==> src/rtl/core/bfd_pkg.sv <==
// Shared types, widths and tables for the box filter downscaler.
// No dependencies; every other file of the block but bfd_ram refers to this package.
`default_nettype none

package bfd_pkg;

	localparam int SAMPLE_BITS = 16;
	localparam int SUM_BITS = 24;
	localparam int MAX_WIDTH = 8192;
	localparam int WIDTH_BITS = 14;
	localparam int LINE_BITS = 13;
	localparam int MAX_SCALE = 16;
	localparam int SCALE_BITS = 5;
	localparam int PHASE_BITS = 4;
	localparam int MAX_OUT_WIDTH = 2048;
	localparam int COL_BITS = 11;
	localparam int BCOL_BITS = 12;
	localparam int SPAN_BITS = BCOL_BITS + SCALE_BITS + 1;
	localparam int ROW_BITS = 13;
	localparam int ROW_LIMIT = 8191;
	localparam int AREA_BITS = 9;
	localparam int RECIP_BITS = 32;
	localparam int PROD_BITS = SUM_BITS + RECIP_BITS;
	localparam int QUEUE_DEPTH = 8;
	localparam int QPTR_BITS = $clog2(QUEUE_DEPTH);
	localparam int QCNT_BITS = $clog2(QUEUE_DEPTH + 1);
	localparam int IN_TDATA_BITS = 3 * SAMPLE_BITS;
	localparam int OUT_TDATA_BITS = 3 * SAMPLE_BITS + COL_BITS + ROW_BITS;
	localparam int CFG_INDEX_BITS = 1;
	localparam int CFG_DATA_BITS = 14;

	typedef logic [SAMPLE_BITS-1:0] sample_t;
	typedef logic [SUM_BITS-1:0] sum_t;
	typedef logic [WIDTH_BITS-1:0] width_t;
	typedef logic [LINE_BITS-1:0] line_t;
	typedef logic [SCALE_BITS-1:0] scale_t;
	typedef logic [PHASE_BITS-1:0] phase_t;
	typedef logic [COL_BITS-1:0] col_t;
	typedef logic [BCOL_BITS-1:0] bcol_t;
	typedef logic [SPAN_BITS-1:0] span_t;
	typedef logic [ROW_BITS-1:0] row_t;
	typedef logic [AREA_BITS-1:0] area_t;
	typedef logic [RECIP_BITS-1:0] recip_t;
	typedef logic [PROD_BITS-1:0] prod_t;
	typedef logic [QPTR_BITS-1:0] qptr_t;
	typedef logic [QCNT_BITS-1:0] qcnt_t;
	typedef logic [QCNT_BITS:0] flight_t;
	typedef logic [CFG_INDEX_BITS-1:0] cfg_index_t;

	localparam cfg_index_t CFG_IMAGE_WIDTH = cfg_index_t'(0);
	localparam cfg_index_t CFG_SCALE = cfg_index_t'(1);
	localparam width_t WIDTH_RESET = width_t'(8192);
	localparam scale_t SCALE_RESET = scale_t'(8);

	typedef struct packed {
		sample_t blue;
		sample_t green;
		sample_t red;
	} pixel_t;

	typedef struct packed {
		sum_t blue;
		sum_t green;
		sum_t red;
	} sums_t;

	typedef struct packed {
		row_t row;
		col_t column;
		logic end_of_row;
	} tag_t;

	typedef struct packed {
		logic valid;
		logic first;
		logic emit;
		pixel_t pixel;
		tag_t tag;
	} acc_req_t;

	typedef struct packed {
		area_t area;
		recip_t recip;
	} div_cfg_t;

	typedef struct packed {
		pixel_t avg;
		tag_t tag;
	} result_t;

	// floor(2^32 / scale^2), scale one held at all ones; the quotient comes out
	// at most one low and is fixed up by the remainder check
	function automatic recip_t recip_of(phase_t scale_m1);
		recip_t r;
		unique case (scale_m1)
			4'd0:  r = 32'hFFFF_FFFF;
			4'd1:  r = 32'd1073741824;
			4'd2:  r = 32'd477218588;
			4'd3:  r = 32'd268435456;
			4'd4:  r = 32'd171798691;
			4'd5:  r = 32'd119304647;
			4'd6:  r = 32'd87652393;
			4'd7:  r = 32'd67108864;
			4'd8:  r = 32'd53024287;
			4'd9:  r = 32'd42949672;
			4'd10: r = 32'd35495597;
			4'd11: r = 32'd29826161;
			4'd12: r = 32'd25414007;
			4'd13: r = 32'd21913098;
			4'd14: r = 32'd19088743;
			4'd15: r = 32'd16777216;
		endcase
		return r;
	endfunction

endpackage

`default_nettype wire

==> src/rtl/core/bfd_outq.sv <==
// Output queue of finished result words ahead of the master-side stream.
// Depends on bfd_pkg for the word type and depth.
`default_nettype none

module bfd_outq (
	input  logic             clk,
	input  logic             arst_n,
	input  logic             push,
	input  bfd_pkg::result_t push_data,
	input  logic             pop_ready,
	output logic             out_valid,
	output bfd_pkg::result_t out_data,
	output bfd_pkg::qcnt_t   count
);

	bfd_pkg::result_t entries_q [bfd_pkg::QUEUE_DEPTH];
	bfd_pkg::qptr_t   wr_ptr_q;
	bfd_pkg::qptr_t   rd_ptr_q;
	bfd_pkg::qcnt_t   count_q;
	logic             pop;

	assign out_valid = count_q != '0;
	assign out_data  = entries_q[rd_ptr_q];
	assign count     = count_q;
	assign pop       = out_valid && pop_ready;

	always_ff @(posedge clk or negedge arst_n) begin
		if (!arst_n) begin
			wr_ptr_q <= '0;
			rd_ptr_q <= '0;
			count_q  <= '0;
		end else begin
			if (push) begin
				wr_ptr_q <= wr_ptr_q + bfd_pkg::qptr_t'(1);
			end
			if (pop) begin
				rd_ptr_q <= rd_ptr_q + bfd_pkg::qptr_t'(1);
			end
			if (push && !pop) begin
				count_q <= count_q + bfd_pkg::qcnt_t'(1);
			end else if (pop && !push) begin
				count_q <= count_q - bfd_pkg::qcnt_t'(1);
			end
		end
	end

	always_ff @(posedge clk) begin
		if (push) begin
			entries_q[wr_ptr_q] <= push_data;
		end
	end

endmodule

`default_nettype wire

==> config.mk <==
export PLATFORM = sky130hd
export DESIGN_NAME = bfd_outq
export DESIGN_NICKNAME = d
export VERILOG_FILES = /design/src/rtl/core/bfd_pkg.sv /design/src/rtl/core/bfd_outq.sv
export SDC_FILE = /design/constraint.sdc
export NUM_CORES = 1
export LEC_CHECK = 0
export BUFFER_PORTS_ARGS = -buffer_cell sky130_fd_sc_hd__buf_4
export CAP_MARGIN = 20
export CORE_AREA = 8 8 212 214
export DETAILED_ROUTE_END_ITERATION = 10
export DIE_AREA = 0 0 220 222
export GPL_TIMING_DRIVEN = 0
export HOLD_SLACK_MARGIN = 0.06
export PLACE_DENSITY = 0.71
export SLEW_MARGIN = 40
export SYNTH_ARGS = -nofsm -noshare
export SYNTH_HDL_FRONTEND = slang
export SYNTH_SLANG_ARGS = --single-unit
==> constraint.sdc <==
create_clock -name clk -period 12.6 [get_ports clk]
set_input_delay 2.52 -clock clk [delete_from_list [all_inputs] [get_ports clk]]
set_output_delay 2.52 -clock clk [all_outputs]
set_load 0.1 [all_outputs]
-- Word level (Yosys, flattened, before mapping)
Memories as Yosys holds them, arrays and structs flattened.
Cells that the tools add are included.
- shift operators: 0
- muxes and demuxes: 4
- multiply operators: 0
- add/subtract/negate cells: 4
- equal/unequal tests: 0
- reductions and logical operators: 7
- divide/modulo/power cells: 0
- bitwise gates (word level): 0
- order comparisons: 0
- operators with widths (operator ; number):
    4-bit 2-to-1 mux ; 2
    3-bit by 1-bit adder with 3-bit output (second input constant) ; 2
    4-bit by 1-bit adder with 4-bit output (second input constant) ; 1
    4-bit nonzero test ; 1
    4-bit by 1-bit subtractor with 4-bit output (second input constant) ; 1
    1-bit logical AND ; 3
    1-bit logical NOT ; 2
    1-bit 2-to-1 mux ; 2
    2-bit nonzero test ; 1
- bits in registers: 10
- ROM bits: 0
- memories: 1
- output and inout port bits: 78
- logic and storage cells: 19
- input port bits: 77
- bits in writable memories: 584
- latch bits: 0
- memories (memory ; depth ; bits a word ; rd ports ; clocked after memory_dff ; write ports ; line ; RTL):
    entries_q ; 8 ; 73 ; 1 ; 0 ; 1 ; bfd_outq.sv:16 ; bfd_pkg::result_t entries_q [bfd_pkg::QUEUE_DEPTH];

-- Depth between registers and ports, before layout
Gate-level depths: netlist of the first run.
- depth in word-level cells: 5
- mapped depth: 8
- mapped depth without buffers: 8

-- Worst setup path after synthesis of the first run
No wires, ideal clock.
- kind: input to register
- start: in push
- end: mem entries_q[0][0] in the netlist's numbering, enable pin
- data required time: 12.006 ns
- setup time: 0.594 ns
- data arrival time: 7.568 ns
- stages: 2
- path buffers: 0
- setup slack: 4.438 ns
- path through: nand2b_1 -> nor3_1
- word-level cells in the longest chain between the ends: 2
- RTL lines (what ; line ; RTL):
    start, declared ; bfd_outq.sv:8 ; input logic push,
    1-bit 2-to-1 mux ; bfd_outq.sv:48 ; if (push) begin
    1-bit 2-to-1 mux (not written as such) ; bfd_outq.sv:49 ; entries_q[wr_ptr_q] <= push_data;
    end, declared ; bfd_outq.sv:16 ;
Every way passes these cells.

==> impl_metrics.toml, run 1 <==
[run_status]
status = "complete, no violations"

[timing]
maxSlewHeadroom = 0.4816
max_freq_mhz = 182.8
hold_viol_final = 0
timing.final.crit_share = 0.4342
worstMarginPinSlew_ns = 0.7776
skew_ns = 0.009576
slew_viol_final = 0
min_period_ns = 5.471
grt_setup_unrepaired = "no"
setup_viol = 0
fin_ws_ns = 7.129

[global_route]
grt.busiest_layer = "met2"
grt_max_degree = 17
grt_pass1_vias = 10940
grt_pass1_wl_mm = 68.25
antenna_found_initial = 2
grt_usage = 0.1881
use_met2 = 0.3071
grt_util_met3 = 0.04256
grtUsageMet1 = 0.2561
overflow = 0

[synthesis]
synth.net_count = 986
synth_top_area_frac = 0.7788
avgSynthCellArea_sq_um = 24.94
synth_warnings = 0
synth_largest_area_cell = "edfxtp_1"
synth-seq-area-share = 0.7899
yosysUniqueCellTypes = 26
synth_area_sq_mm = 0.02252
synth_area_leaders = "edfxtp_1 78%, mux4_2 15%, mux2_2 3.8%"
ys_seq_elements = 594
synth_cells = 903

[worst_setup_path]
arrival_ns = 2.95
path_class = "reg2out"
crit_path_end_kind = "primary output"
reg2regPathDepth = 8
cp_max_fo = 10
worst_ep_required_time_ns = 10.08
startpoint_type = "register"

[place]
place_area_sq_mm = 0.02534
portBuffers = 154
place_ws_ns = 7.739
dp_hpwl_mm = 30.11
place_congestion = 0.6960

[die]
core_area_sq_mm = 0.04148
initial_core_util = 0.5429
ios = 155
die_y_um = 222
placementRows = 75
dieArea_sq_mm = 0.04884
die_w_um = 220

[route]
viasPerCell = 5.795
drc_errors = 0
antenna_left = 0
vias = 10210
wl_mm = 45.05
drt_iter0_markers = 825
firstDrtPassIters = 6
routedWlPerCell_um = 25.57

[clock_network]
cts_root_buffer = "clkbuf_16"
cts_max_path_buffers = 3
cts_sinks = 594
cts_tree = "built"
cts_made_buffers = 55
cts.clk_slew.worst_paths_ns = 0.06
cts_hold_buf = 0
cts.repair.resized = 0
clock_latency_ns = 0.60
cts_setup_buffers = 0
htree_levels = 2

[flow_run]
drv_cap = 0

[finish]
final_cell_area_sq_mm = 0.02723
areaGrowthSynthToFinish_pct = 20.94
final_nets = 1260
layout-drive-gt1-share = 0.4513
n_antenna_cell = 0

[worst_hold_path]
hold_path.class = "reg2reg"
min_path_cells = 2
## worst max-delay path, cell delays in order (launching register included)
cell,delay [ns]
dfrtp_1,0.41
buf_2,0.35
clkbuf_1,0.62
mux4_2,0.42
mux2_2,0.31
buf_4,0.24
## cells by family after synthesis
logic type,synth area share
buffers and inverters,0.01234
muxes,0.1845
DFF,0.7899
adders and majority gates,0.003667
xor gates and xnor gates,0.002334
AOI/OAI and AO/OA,0.001833
and+or+nand+nor,0.005445
## cell usage in the layout (no fill, tap or decap), types with 11 or more instances in the layout
cell type  Yosys  final
buf_16         0     16
buf_6         15     22
buf_1         11     11
clkbuf_1      13     16
clkinv_1       0     13
mux2_2        76     76
clkinv_2       0     17
buf_4          0    165
clkbuf_16      0     57
buf_8          0     19
mux4_2       146    146
buf_2          3     13
edfxtp_1     584    584
## cell type report
cell class	count	area [sq um]
flip-flops and latches	594	17790
repair buffers	217	2093
fillers	2682	14240
clock buffers	61	1441
plain buffers	42	275.3
well taps	539	674.4
multi-input cells	266	4508
clock inverters	42	449.2
inverters	1	3.754
## per-layer routing
layer	vias to the layer above	wire, um
met1	5408	18430
met2	302	22950
met5	-	27
met4	4	821
li1	4430	-
met3	67	2820
## final timing paths
check | start | slack, ns | endpoint
worst max-delay path | rd_ptr_q[1]$_DFFE_PN0P_ | 7.13 | out_data[60]
worst max register to register | count[0]$_DFFE_PN0P_ | 9.77 | count[3]$_DFFE_PN0P_
max in group asynchronous | arst_n | 10.71 | rd_ptr_q[2]$_DFFE_PN0P_
worst min-delay path | count[2]$_DFFE_PN0P_ | 0.55 | count[2]$_DFFE_PN0P_
min in group asynchronous | arst_n | 1.75 | wr_ptr_q[2]$_DFFE_PN0P_
worst min register to register | count[2]$_DFFE_PN0P_ | 0.55 | count[2]$_DFFE_PN0P_
## flip-flops by register name, summed over array words and instances (netlist names)
signal and cells:
rd_ptr_q 3, entries_q 584, wr_ptr_q 3, count 4
## cells in the mapped netlist, drive strengths merged
cell / n
nor2: 6
o21ai: 1
clkbuf: 13
a2111o: 1
mux2: 76
a21oi: 2
ha: 5
xor2: 1
nand2: 6
or3: 1
inv: 1
dfrtp: 10
nand3b: 1
nor3: 3
fa: 1
o211ai: 2
or4: 2
xnor2: 5
buf: 29
nand2b: 3
edfxtp: 584
mux2i: 1
nand3: 3
mux4: 146
## per-stage QoR
step                hold slack (ns)    util  TNS, ns  cells
floorplan                    0.5174       -        0    903
global placement             0.5297  0.5870  -115.79   1596
detailed placement           0.5338  0.6110        0   1659
CTS                          0.5509  0.6566        0   1762
global route                 0.5814  0.6566        0   1762
finish                       0.5499  0.6566        0   1762
Power of run 1 is not shown: default switching activity piles up to over one toggle a cycle in this logic, so the estimate is an artifact.
==> run 2, diff against run 1 <==
- ABC_AREA: unset -> 1
- CORE_AREA: 8 8 212 214 -> 8 8 226 228
- DIE_AREA: 0 0 220 222 -> 0 0 234 236
- PLACE_DENSITY: 0.71 -> 0.73
- clock period: 12.6 -> 4.8 ns (I/O delays scaled with it)
==> run 2 against run 1 <==
Global-route usage increased by 3.8 points. Clock skew increased by 0.0083 ns. Synthesized area increased by 14%. Non-clock buffer count increased by 47. Setup slack got worse by 6.1 ns. Die area increased by 13%. Via count increased by 75%. Sequential cell count unchanged. Critical path depth increased by 3. Count of clock-buffer cells in the layout increased by 9. Core utilization decreased by 1.1 points. First-iteration DRC count increased by 90%. Critical path type unchanged.
==> impl_metrics.toml, run 2 <==
[place]
portBuffers = 154
place_congestion = 0.8089
dp_cells = 3405
place_ws_ns = 1.746
dp_hpwl_mm = 41.70

[global_route]
antenna_found_initial = 5
grt_pass1_wl_mm = 96.82
grt_pass1_vias = 17780
grt_usage = 0.2259
overflow = 0
grt_max_degree = 20

[clock_network]
cts_setup_buffers = 0
cts_sinks = 594
cts_tree = "built"
clock_latency_ns = 0.61
cts.repair.resized = 0
cts_root_buffer = "clkbuf_16"
cts.clk_slew.worst_paths_ns = 0.06
cts_max_path_buffers = 3
htree_levels = 2
cts_hold_buf = 0
cts_made_buffers = 59

[timing]
hold_viol_final = 0
worstMarginPinSlew_ns = 0.8293
timing.final.crit_share = 0.7798
maxSlewHeadroom = 0.4471
min_period_ns = 3.743
skew_ns = 0.01789
max_freq_mhz = 267.2
slew_viol_final = 0
grt_setup_unrepaired = "no"
setup_viol = 0
fin_ws_ns = 1.057

[route]
antenna_left = 0
routedWlPerCell_um = 17.85
wl_mm = 62.82
drt_iter0_markers = 1565
vias = 17840
firstDrtPassIters = 5
drc_errors = 0
viasPerCell = 5.069

[worst_setup_path]
arrival_ns = 2.78
crit_path_frequent_cell = "nand2_1"
reg2regPathDepth = 5
startpoint_type = "register"
regToRegStartpoint = "wr_ptr_q[0]$_DFFE_PN0P_"
crit_path_end_kind = "primary output"
r2r_end = "entries_q[0][36]$_DFFE_PP_"
cpPeakStageDelay_ns = 0.66
slowest_stage = "clkbuf_1"
r2r_slack_ns = 2.60
cp_max_fo = 10
worst_ep_required_time_ns = 3.84
path_class = "reg2out"
critical_path.cell_chain = "clkbuf_1, buf_2, nor2_1, nand2_1, nand2_1, nand2_1, nand2_1, buf_4"

[finish]
top_register = "entries_q"
final_nets = 2934
layout_commonest_cell = "nand2_1"
nFillCells = 3445
areaGrowthSynthToFinish_pct = 18.92
final_cell_mix = "973 x nand2_1, 588 x nor2_1, 584 x edfxtp_1"
largest_reg_flops = 584
layout-drive-gt1-share = 0.1365
fin_cells = 3519

[flow_run]
drv_cap = 0

[synthesis]
synth_largest_area_cell = "edfxtp_1"
synth_top_area_frac = 0.6820
synth_edf_count = 584
synth_area_sq_mm = 0.02571
synth_area_leaders = "edfxtp_1 68%, nand2_1 14%, nor2_1 8.7%"
yosysUniqueCellTypes = 18
synth_warnings = 0
synth-compound-area-share = 0.0005839
ys_async_sr_fraction = 0.01684
synth_top_family_by_area = "simple AND/OR/NAND/NOR gates"
ys_seq_elements = 594
synth.most_common_cell = "nand2_1"
avgSynthCellArea_sq_um = 9.901
synth.net_count = 2680
synth-seq-area-share = 0.6917
synth_cells = 2597
synthAdderAreaFrac = 0.003212
synth_flop_cell = "edfxtp_1"
synth_common_cells = "973 x nand2_1, 596 x nor2_1, 584 x edfxtp_1, 302 x inv_1, 62 x buf_2"
synth-simple-area-share = 0.2301
synth.area.mux_share = 0
synth-xor-area-share = 0.001703

[run_status]
status = "complete, no violations"

[die]
die_y_um = 236
die_w_um = 234
ios = 155
core_area_sq_mm = 0.04735
initial_core_util = 0.5431
dieArea_sq_mm = 0.05522
placementRows = 80

[worst_hold_path]
hold_path.class = "in2async"
run 2: cell count changes after synthesis, sizes merged, moves of 3 or more:
cell	delta
inv	+301
nor2	+590
nor3	-3
mux2	-76
nand2b	-3
nand2	+967
mux4	-146
buf	+69
run 2: cell families after synthesis:
kind of cell,count (synthesis)
DFF,594
xor gates and xnor gates,5
buffers and inverters,415
and+or+nand+nor,1574
AOI/OAI and AO/OA,3
adders and majority gates,6
run 2: worst max path at each step:
stage | from | to | slack [ns] | cells past startpoint
finish | rd_ptr_q[1]$_DFFE_PN0P_ | out_data[0] | 1.06 | 8
global route | rd_ptr_q[1]$_DFFE_PN0P_ | out_data[0] | 0.97 | 8
CTS | rd_ptr_q[1]$_DFFE_PN0P_ | out_data[0] | 1.07 | 8
detailed placement | rd_ptr_q[1]$_DFFE_PN0P_ | out_data[1] | 1.75 | 8
global placement | push | entries_q[2][39]$_DFFE_PP_ | -2.85 | 4
floorplan | push | entries_q[0][0]$_DFFE_PP_ | -0.06 | 3
run 2: critical path, delay by kind of cell (launching register included):
family	cells	cell delay, ns
DFF	1	0.44
buffers and inverters	3	1.32
and+or+nand+nor	5	0.41
run 2: layer usage:
metal,part of all wire,routed length (um),global-route usage
met5,0.00016,10,0
met4,0.027,1723,0.08182
met3,0.074,4651,0.04009
met2,0.50,31150,0.3801
met1,0.40,25290,0.2908
run 2: cell type report:
| class | count | area, sq um | area share |
|---|---|---|---|
| antenna | 3 | 7.507 | 0.0002455 |
| buffer | 113 | 737.0 | 0.02410 |
| clock buffer | 70 | 1559 | 0.05098 |
| clock inverter | 41 | 504.2 | 0.01649 |
| inverter | 302 | 1134 | 0.03707 |
| multi-input combinational | 1588 | 6118 | 0.2001 |
| sequential | 594 | 17790 | 0.5817 |
| tap | 615 | 769.5 | 0.02516 |
| timing repair buffer | 193 | 1963 | 0.06420 |
run 2: through the flow:
step | hold slack, ns | util | instance area (sq um) | TNS (ns)
detailed placement | 0.5220 | 0.6021 | 28510 | 0
CTS | 0.1333 | 0.6457 | 30570 | 0
floorplan | 0.4896 | - | 25710 | -18.33
global route | 0.1427 | 0.6458 | 30570 | 0
global placement | 0.5049 | 0.5838 | 27640 | -1575.93
finish | 0.1626 | 0.6459 | 30580 | 0
Power of run 2 is left out for the same reason.
