### src/rtl/core/bfd_pkg.sv
// Shared types, widths and tables for the box filter downscaler.
// No dependencies; every other file of the block but bfd_ram refers to this package.
`default_nettype none

package bfd_pkg;

	localparam int SAMPLE_BITS = 16;
	localparam int SUM_BITS = 24;
	localparam int MAX_WIDTH = 8192;
	localparam int WIDTH_BITS = 14;
	localparam int LINE_BITS = 13;
	localparam int MAX_SCALE = 16;
	localparam int SCALE_BITS = 5;
	localparam int PHASE_BITS = 4;
	localparam int MAX_OUT_WIDTH = 2048;
	localparam int COL_BITS = 11;
	localparam int BCOL_BITS = 12;
	localparam int SPAN_BITS = BCOL_BITS + SCALE_BITS + 1;
	localparam int ROW_BITS = 13;
	localparam int ROW_LIMIT = 8191;
	localparam int AREA_BITS = 9;
	localparam int RECIP_BITS = 32;
	localparam int PROD_BITS = SUM_BITS + RECIP_BITS;
	localparam int QUEUE_DEPTH = 8;
	localparam int QPTR_BITS = $clog2(QUEUE_DEPTH);
	localparam int QCNT_BITS = $clog2(QUEUE_DEPTH + 1);
	localparam int IN_TDATA_BITS = 3 * SAMPLE_BITS;
	localparam int OUT_TDATA_BITS = 3 * SAMPLE_BITS + COL_BITS + ROW_BITS;
	localparam int CFG_INDEX_BITS = 1;
	localparam int CFG_DATA_BITS = 14;

	typedef logic [SAMPLE_BITS-1:0] sample_t;
	typedef logic [SUM_BITS-1:0] sum_t;
	typedef logic [WIDTH_BITS-1:0] width_t;
	typedef logic [LINE_BITS-1:0] line_t;
	typedef logic [SCALE_BITS-1:0] scale_t;
	typedef logic [PHASE_BITS-1:0] phase_t;
	typedef logic [COL_BITS-1:0] col_t;
	typedef logic [BCOL_BITS-1:0] bcol_t;
	typedef logic [SPAN_BITS-1:0] span_t;
	typedef logic [ROW_BITS-1:0] row_t;
	typedef logic [AREA_BITS-1:0] area_t;
	typedef logic [RECIP_BITS-1:0] recip_t;
	typedef logic [PROD_BITS-1:0] prod_t;
	typedef logic [QPTR_BITS-1:0] qptr_t;
	typedef logic [QCNT_BITS-1:0] qcnt_t;
	typedef logic [QCNT_BITS:0] flight_t;
	typedef logic [CFG_INDEX_BITS-1:0] cfg_index_t;

	localparam cfg_index_t CFG_IMAGE_WIDTH = cfg_index_t'(0);
	localparam cfg_index_t CFG_SCALE = cfg_index_t'(1);
	localparam width_t WIDTH_RESET = width_t'(8192);
	localparam scale_t SCALE_RESET = scale_t'(8);

	typedef struct packed {
		sample_t blue;
		sample_t green;
		sample_t red;
	} pixel_t;

	typedef struct packed {
		sum_t blue;
		sum_t green;
		sum_t red;
	} sums_t;

	typedef struct packed {
		row_t row;
		col_t column;
		logic end_of_row;
	} tag_t;

	typedef struct packed {
		logic valid;
		logic first;
		logic emit;
		pixel_t pixel;
		tag_t tag;
	} acc_req_t;

	typedef struct packed {
		area_t area;
		recip_t recip;
	} div_cfg_t;

	typedef struct packed {
		pixel_t avg;
		tag_t tag;
	} result_t;

	// floor(2^32 / scale^2), scale one held at all ones; the quotient comes out
	// at most one low and is fixed up by the remainder check
	function automatic recip_t recip_of(phase_t scale_m1);
		recip_t r;
		unique case (scale_m1)
			4'd0:  r = 32'hFFFF_FFFF;
			4'd1:  r = 32'd1073741824;
			4'd2:  r = 32'd477218588;
			4'd3:  r = 32'd268435456;
			4'd4:  r = 32'd171798691;
			4'd5:  r = 32'd119304647;
			4'd6:  r = 32'd87652393;
			4'd7:  r = 32'd67108864;
			4'd8:  r = 32'd53024287;
			4'd9:  r = 32'd42949672;
			4'd10: r = 32'd35495597;
			4'd11: r = 32'd29826161;
			4'd12: r = 32'd25414007;
			4'd13: r = 32'd21913098;
			4'd14: r = 32'd19088743;
			4'd15: r = 32'd16777216;
		endcase
		return r;
	endfunction

endpackage

`default_nettype wire

### src/rtl/core/bfd_front.sv
// Configuration registers and raster position counters of the downscaler.
// Turns each accepted pixel into an accumulator request. Uses bfd_pkg.
`default_nettype none

module bfd_front (
	input  logic                clk,
	input  logic                arst_n,
	input  logic                cfg_wen,
	input  bfd_pkg::cfg_index_t cfg_index,
	input  logic [bfd_pkg::CFG_DATA_BITS-1:0] cfg_wdata,
	input  logic                take,
	input  logic                start_of_frame,
	input  bfd_pkg::pixel_t     pixel,
	output bfd_pkg::acc_req_t   req,
	output bfd_pkg::div_cfg_t   div_cfg
);

	bfd_pkg::width_t image_width_q;
	bfd_pkg::scale_t scale_q;
	bfd_pkg::line_t  line_pos_q;
	bfd_pkg::phase_t col_in_blk_q;
	bfd_pkg::phase_t row_in_blk_q;
	bfd_pkg::bcol_t  blk_col_q;
	bfd_pkg::row_t   blk_row_q;

	bfd_pkg::width_t width_eff;
	bfd_pkg::scale_t scale_eff;
	bfd_pkg::phase_t scale_m1;
	bfd_pkg::line_t  cur_lp;
	bfd_pkg::phase_t cur_cib;
	bfd_pkg::phase_t cur_rib;
	bfd_pkg::bcol_t  cur_bc;
	bfd_pkg::row_t   cur_br;
	bfd_pkg::span_t  span1;
	bfd_pkg::span_t  span2;
	logic            in_range;
	logic            last_col;
	logic            col_end;
	logic            row_end;
	logic            line_end;

	always_comb begin
		priority if (image_width_q == '0) begin
			width_eff = bfd_pkg::width_t'(1);
		end else if (image_width_q > bfd_pkg::width_t'(bfd_pkg::MAX_WIDTH)) begin
			width_eff = bfd_pkg::width_t'(bfd_pkg::MAX_WIDTH);
		end else begin
			width_eff = image_width_q;
		end
		priority if (scale_q == '0) begin
			scale_eff = bfd_pkg::scale_t'(1);
		end else if (scale_q > bfd_pkg::scale_t'(bfd_pkg::MAX_SCALE)) begin
			scale_eff = bfd_pkg::scale_t'(bfd_pkg::MAX_SCALE);
		end else begin
			scale_eff = scale_q;
		end
	end

	assign scale_m1 = bfd_pkg::phase_t'(scale_eff - bfd_pkg::scale_t'(1));

	assign cur_lp  = start_of_frame ? '0 : line_pos_q;
	assign cur_cib = start_of_frame ? '0 : col_in_blk_q;
	assign cur_rib = start_of_frame ? '0 : row_in_blk_q;
	assign cur_bc  = start_of_frame ? '0 : blk_col_q;
	assign cur_br  = start_of_frame ? '0 : blk_row_q;

	// column c is inside the output width when (c+1)*scale <= width
	assign span1 = (bfd_pkg::span_t'(cur_bc) + bfd_pkg::span_t'(1)) * bfd_pkg::span_t'(scale_eff);
	assign span2 = span1 + bfd_pkg::span_t'(scale_eff);
	assign in_range = (cur_bc < bfd_pkg::bcol_t'(bfd_pkg::MAX_OUT_WIDTH))
		&& (span1 <= bfd_pkg::span_t'(width_eff));
	assign last_col = (cur_bc == bfd_pkg::bcol_t'(bfd_pkg::MAX_OUT_WIDTH - 1))
		|| (span2 > bfd_pkg::span_t'(width_eff));
	assign col_end  = cur_cib >= scale_m1;
	assign row_end  = cur_rib >= scale_m1;
	assign line_end = (bfd_pkg::width_t'(cur_lp) + bfd_pkg::width_t'(1)) >= width_eff;

	always_comb begin
		req.valid          = take && in_range;
		req.first          = (cur_rib == '0) && (cur_cib == '0);
		req.emit           = in_range && row_end && col_end;
		req.pixel          = pixel;
		req.tag.row        = cur_br;
		req.tag.column     = cur_bc[bfd_pkg::COL_BITS-1:0];
		req.tag.end_of_row = last_col;
		div_cfg.area  = bfd_pkg::area_t'(bfd_pkg::area_t'(scale_eff) * bfd_pkg::area_t'(scale_eff));
		div_cfg.recip = bfd_pkg::recip_of(scale_m1);
	end

	always_ff @(posedge clk or negedge arst_n) begin
		if (!arst_n) begin
			image_width_q <= bfd_pkg::WIDTH_RESET;
			scale_q       <= bfd_pkg::SCALE_RESET;
			line_pos_q    <= '0;
			col_in_blk_q  <= '0;
			row_in_blk_q  <= '0;
			blk_col_q     <= '0;
			blk_row_q     <= '0;
		end else begin
			if (cfg_wen) begin
				unique case (cfg_index)
					bfd_pkg::CFG_IMAGE_WIDTH: image_width_q <= cfg_wdata;
					bfd_pkg::CFG_SCALE:       scale_q <= cfg_wdata[bfd_pkg::SCALE_BITS-1:0];
				endcase
			end
			if (take) begin
				if (line_end) begin
					line_pos_q   <= '0;
					col_in_blk_q <= '0;
					blk_col_q    <= '0;
					if (row_end) begin
						row_in_blk_q <= '0;
						if (cur_br < bfd_pkg::row_t'(bfd_pkg::ROW_LIMIT)) begin
							blk_row_q <= cur_br + bfd_pkg::row_t'(1);
						end else begin
							blk_row_q <= cur_br;
						end
					end else begin
						row_in_blk_q <= cur_rib + bfd_pkg::phase_t'(1);
						blk_row_q    <= cur_br;
					end
				end else begin
					line_pos_q   <= cur_lp + bfd_pkg::line_t'(1);
					row_in_blk_q <= cur_rib;
					blk_row_q    <= cur_br;
					if (col_end) begin
						col_in_blk_q <= '0;
						if (cur_bc < bfd_pkg::bcol_t'(bfd_pkg::MAX_OUT_WIDTH)) begin
							blk_col_q <= cur_bc + bfd_pkg::bcol_t'(1);
						end else begin
							blk_col_q <= cur_bc;
						end
					end else begin
						col_in_blk_q <= cur_cib + bfd_pkg::phase_t'(1);
						blk_col_q    <= cur_bc;
					end
				end
			end
		end
	end

endmodule

`default_nettype wire

### config.mk
export PLATFORM = sky130hd
export DESIGN_NAME = bfd_front
export DESIGN_NICKNAME = d
export VERILOG_FILES = /design/src/rtl/core/bfd_pkg.sv /design/src/rtl/core/bfd_front.sv
export SDC_FILE = /design/constraint.sdc
export NUM_CORES = 1
export LEC_CHECK = 0
export BUFFER_PORTS_ARGS = -buffer_cell sky130_fd_sc_hd__buf_2
export CORE_UTILIZATION = 35
export DETAILED_ROUTE_END_ITERATION = 8
export GPL_ROUTABILITY_DRIVEN = 0
export HOLD_SLACK_MARGIN = 0.02
export PLACE_DENSITY = 0.6
export SLEW_MARGIN = 20
export SYNTH_ARGS = -nofsm -noshare
export SYNTH_HDL_FRONTEND = slang
export SYNTH_SLANG_ARGS = --single-unit
### constraint.sdc
create_clock -name clk -period 14.45 [get_ports clk]
set_input_delay 2.1675 -clock clk [delete_from_list [all_inputs] [get_ports clk]]
set_output_delay 2.1675 -clock clk [all_outputs]
set_load 0.1 [all_outputs]
Yosys cells after proc, flatten, opt, wreduce, memory -nomap -nowiden

Memory sizes are Yosys's and may differ from the RTL's.
Cells that the tools add are included.

Word-level logic and storage cells: 62
Bits in latches: 0
Input port bits: 68
Memories kept: 1
Output and inout bits: 117
ROM bits: 512
Bits in writable memories: 0
Bits in registers: 65

Memory list:

| memory          | words | width | rd ports | clocked after memory_dff | wr ports | RTL line      | source |
|---|---|---|---|---|---|---|---|
| (no name shown) | 16    | 32    | 1        | 0                        | 0        | bfd_pkg.sv:95 | `unique case (scale_m1)` |

Div/mod/pow operators: 0
Shift operators: 0
Add/subtract/negate cells: 9
Magnitude comparators: 9
Bitwise operators: 1
Equality and inequality tests: 1
Reductions and logical operators: 12
Multiplexer cells: 20
Multipliers: 2

Operators by type and width:

| cell                    | count |
|---|---|
| $mux W13                | 6 |
| $mux W12                | 4 |
| $mux W14                | 2 |
| $add A13 B1 Y13 const B | 2 |
| $mux W4                 | 6 |
| $add A18 B5 Y18         | 1 |
| $gt A18 B14 Y1          | 1 |
| $le A18 B14 Y1          | 1 |
| $mul A13 B5 Y18         | 1 |
| $add A13 B1 Y14 const B | 1 |
| $ge A14 B14 Y1          | 1 |
| $gt A14 B14 Y1 const B  | 1 |
| $logic_not A14 Y1       | 1 |
| $add A12 B1 Y13 const B | 1 |
| $lt A13 B13 Y1 const B  | 1 |
| $add A12 B1 Y12 const B | 1 |
| $eq A12 B11 Y1 const B  | 1 |
| $lt A12 B12 Y1 const B  | 1 |
| $mux W5                 | 2 |
| $mul A5 B5 Y9           | 1 |
| $add A4 B1 Y4 const B   | 2 |
| $ge A4 B4 Y1            | 2 |
| $logic_not A4 Y1        | 2 |
| $gt A5 B5 Y1 const B    | 1 |
| other kinds (6)         | 11 |

Longest topological paths before layout

Depth after elaboration: 8
Depth in mapped cells: 31
Gate-level depth less buffers: 29

Worst setup path after synthesis

OpenSTA, ideal clock, no wires.

Kind: input to output
Start point: input port start_of_frame
End point: output port req[73] (netlist bit)
Buffers on the path: 2
Data required time: 12283 ps
Arrival time: 10847 ps
Stages on the path: 23
Path slack: 1436 ps
Cells stage by stage: clkbuf_1 clkbuf_1 nor2b_1 a21oi_1 nor2_1 fa_1 fa_1 inv_1 fa_1 inv_1 ha_1 and4_2 a211oi_1 nor2_2 xnor2_1 inv_1 ha_1 and4_1 a221o_1 o21ai_0 nand3_1 nor4_1 nor3b_1

RTL lines:

| what               | RTL line        | source |
|---|---|---|
| start: declaration | bfd_front.sv:12 | `input logic start_of_frame,` |
| end: declaration   | bfd_front.sv:14 | `output bfd_pkg::acc_req_t req,` |

==> results_dict.tcl <==
set metrics [dict create \
    finalCriticalPeriod_ns 11.53 \
    clkSlewWorstSetupHoldPaths_ns 0.06 \
    drcViolationCount 0 \
    sequential_fraction_of_the_synthesis_area_pct 18.88 \
    synth_simple_gate_area_share_pct 21.15 \
    antenna_found_initial 0 \
    cts_num_sinks 65 \
    antenna_cells 0 \
    syn-cell-area_um2 8627 \
    mostFrequentLayoutCell "sky130_fd_sc_hd__nand2_1" \
    critPathKind "input port to output pin" \
    worst_r2r_path_depth 17 \
    combinational_family_with_the_most_area_after_synthesis "adder cells" \
    p_per_area_nw_per_um2 121.2 \
    p_comb_share_pct 59.1 \
    global_route.overflow_total 0 \
    via_count 7528 \
    startpoint_type "input port" \
    worst_min_delay_path_category "register to register" \
    report.final.slew_viol_count 0 \
    layout.core_utilization_pct 38.30 \
    synth_top_cell_by_area "sky130_fd_sc_hd__dfrtp_1" \
    nets 1292 \
    clk_network_pwr_share_pct 21.0 \
    groute.usage.overall_pct 18.05 \
    endpoints_failing_hold 0 \
    fp.dieW_um 159 \
    synth-compound-area-share_pct 17.10 \
    irDropWorstVdd_uv 105.7 \
    final_min_period_over_clock_period_pct 79.81 \
    synthXorXnorAreaFrac_pct 6.352 \
    totalNegativeSetupSlack_ns 0 \
    start_util_pct 35.58 \
    layout-drive-gt1-share_pct 14.21 \
    end_kind "output pin" \
    clock_tree.root_cell "sky130_fd_sc_hd__clkbuf_16" \
    final.setup.worst_slack_ns 2.918 \
    syn_avg_cell_area_um2 8.025 \
    synth_enable_flop_cells 0 \
    drt_iter0_drc 577 \
    worstMarginPinSlew_ns 1.033 \
    p_switching_uw 611.8 \
    tritoncts.num_buffers 9 \
    synth_top_cell_area_share_pct 18.27 \
    setup_viol_count_final 0 \
    fmax_mhz 86.71 \
    r2r_end "blk_col_q[8]" \
    grt_pass1_vias 7130 \
    route.antenna.remaining_nets 0 \
    synth.top_cells.by_area "sky130_fd_sc_hd__dfrtp_1, sky130_fd_sc_hd__ha_1, sky130_fd_sc_hd__fa_1" \
    placement.setup.worst_slack_ns 2.884 \
    tritoncts "done" \
    worst_path_largest_cell_delay_ns 0.55 \
    vias_per_cell 5.320 \
    cts-htree-levels 3 \
    yosys-mux-area-fraction_pct 2.814 \
    power_leakage_nw 4.676 \
    power.share.sequential_pct 19.9 \
    clock_latency_ns 0.33 \
    hpwl_dp_um 17600 \
    drt_pre_antenna_iters 5 \
    clockBufferDepth 2 \
    cts.repair.resized 0 \
    holdPathStages 1 \
    switching_power_as_a_share_of_total_power_pct 54.37 \
    core_region_area_um2 24250 \
    floorplan.io_pins 185 \
    cts-hold-fix-buffers 0 \
    yosys_warnings 0 \
    route.detailed.wl_per_inst_um 15.87 \
    port_buffers 87 \
    crit_path_top_delay_cell "sky130_fd_sc_hd__fa_1" \
    synth_cell_types 74 \
    drt_wl_total_um 22460 \
    worstPathMaxFanout 6 \
    synthFlopType "sky130_fd_sc_hd__dfrtp_1" \
    max-cap-violations 0 \
    hold_end "blk_col_q[4]" \
    synth-seq-cells 65 \
    floorplan.rows 57 \
    holdCritStartpoint "blk_col_q[4]" \
    gate_count_of_the_mapped_netlist 1075 \
    grt_max_degree 66 \
    n_fill_cell 2517 \
    run_status "complete, no violations" \
    skew_ns 0.007040 \
    area_growth_pct 7.643 \
    wire_length_of_the_first_global_routing_pass_um 37030 \
    crit_arrival_ns 9.36 \
    cp_data_required_time_ns 12.28 \
    die_height_um 159 \
    post_cts.repair.setup_buffers 0 \
    synth-adder-area-share_pct 23.15 \
    final_cell_mix "sky130_fd_sc_hd__nand2_1, sky130_fd_sc_hd__nor2_1, sky130_fd_sc_hd__ha_1" \
    worstReg2RegStart "scale_q[2]" \
    floorplan.die_area_um2 25280 \
    whs_ns 0.4887 \
    register_to_register_setup_slack_ns 9.99 \
    synthArstFlopShare_pct 100.0 \
    max_slew_margin_pct 31.04 \
    setup_repair_after_global_routing_missed_its_margin "no" \
    power.internal_uw 513.4 \
    cp_common_cell "sky130_fd_sc_hd__inv_1" \
]
flip-flops by register name, indices dropped and copies added (netlist names):
name and count:
image_width_q 14, blk_row_q 13, line_pos_q 13, blk_col_q 12, scale_q 5, col_in_blk_q 4
row_in_blk_q 4
how the worst max path moves through the flow:
stage	slack (ns)	depth (start not counted)	startpoint	to
finish	2.92	30	start_of_frame	req[73]
global route	2.29	30	start_of_frame	req[73]
CTS	2.86	30	start_of_frame	req[73]
detailed placement	2.88	30	start_of_frame	req[73]
global placement	2.98	30	start_of_frame	req[73]
floorplan	1.44	23	start_of_frame	req[73]
Yosys cell counts (all sizes together), types with 8 or more instances:
cell type  number
a211oi          9
a21o           25
a21oi          46
a22o           10
and3           14
buf            57
clkbuf         41
dfrtp          63
fa             36
ha            102
inv            87
mux2           18
nand2         117
nand2b         13
nand3          34
nand4          15
nor2          111
nor2b          25
nor3           15
nor4            8
o21a            9
o21ai          51
o22ai           8
o2bb2ai        17
or2             8
xnor2          33
xor2           27
through the flow:
step,power (mW),instances,area (µm²)
global placement,0.8829,1399,8966
finish,1.125,1415,9286
floorplan,0.8260,1078,8638
global route,1.191,1415,9286
CTS,1.129,1415,9286
detailed placement,0.8889,1399,8966
per-layer routing:
| layer | vias up | part of all wire (%) | global-route usage [%] |
|---|---|---|---|
| met5 | - | 0 | 0 |
| met4 | 0 | 2.2 | 5.594 |
| met3 | 39 | 5.3 | 2.501 |
| met2 | 208 | 45 | 28.49 |
| met1 | 3601 | 47 | 25.50 |
| li1 | 3680 | - | - |
cells by family (layout without fill, tap and decap cells):
| group | after synthesis | in the layout |
|---|---|---|
| xor gates and xnor gates | 60 | 60 |
| adders and majority gates | 138 | 138 |
| AOI/OAI and AO/OA | 219 | 219 |
| buffers and inverters | 187 | 200 |
| DFF | 65 | 65 |
| muxes | 22 | 22 |
| other | 1 | 4 |
| and+or+nand+nor | 383 | 383 |
worst max-delay path, delay by kind of cell:
family / cells / cell delay, ns
AO/OA/AOI/OAI: 3 / 0.72
XOR/XNOR: 2 / 0.51
adder cells (fa/ha/maj): 5 / 2.05
buffers and inverters: 6 / 0.95
AND/OR/NAND/NOR: 14 / 2.96
cell type report:
cell class              instances  area (µm²)  area share, %
multi-input cells             826        6102          65.71
inverters                      89       334.1          3.597
clock inverters                 7       95.09          1.024
flip-flops and latches         65        1629          17.54
clock buffers                   9       225.2          2.425
well taps                     324       405.4          4.365
repair buffers                 95       495.5          5.335
power by group through the flow:
| stage | registers, mW | clock network, mW | logic (mW) |
|---|---|---|---|
| final | 0.224 | 0.236 | 0.665 |
| after global routing | 0.228 | 0.248 | 0.715 |
| after CTS | 0.224 | 0.240 | 0.665 |
| after detailed placement | 0.227 | 0 | 0.662 |
| after global placement | 0.227 | 0 | 0.656 |
| after floorplan | 0.215 | 0 | 0.611 |
(Power assumes the default switching activity.)
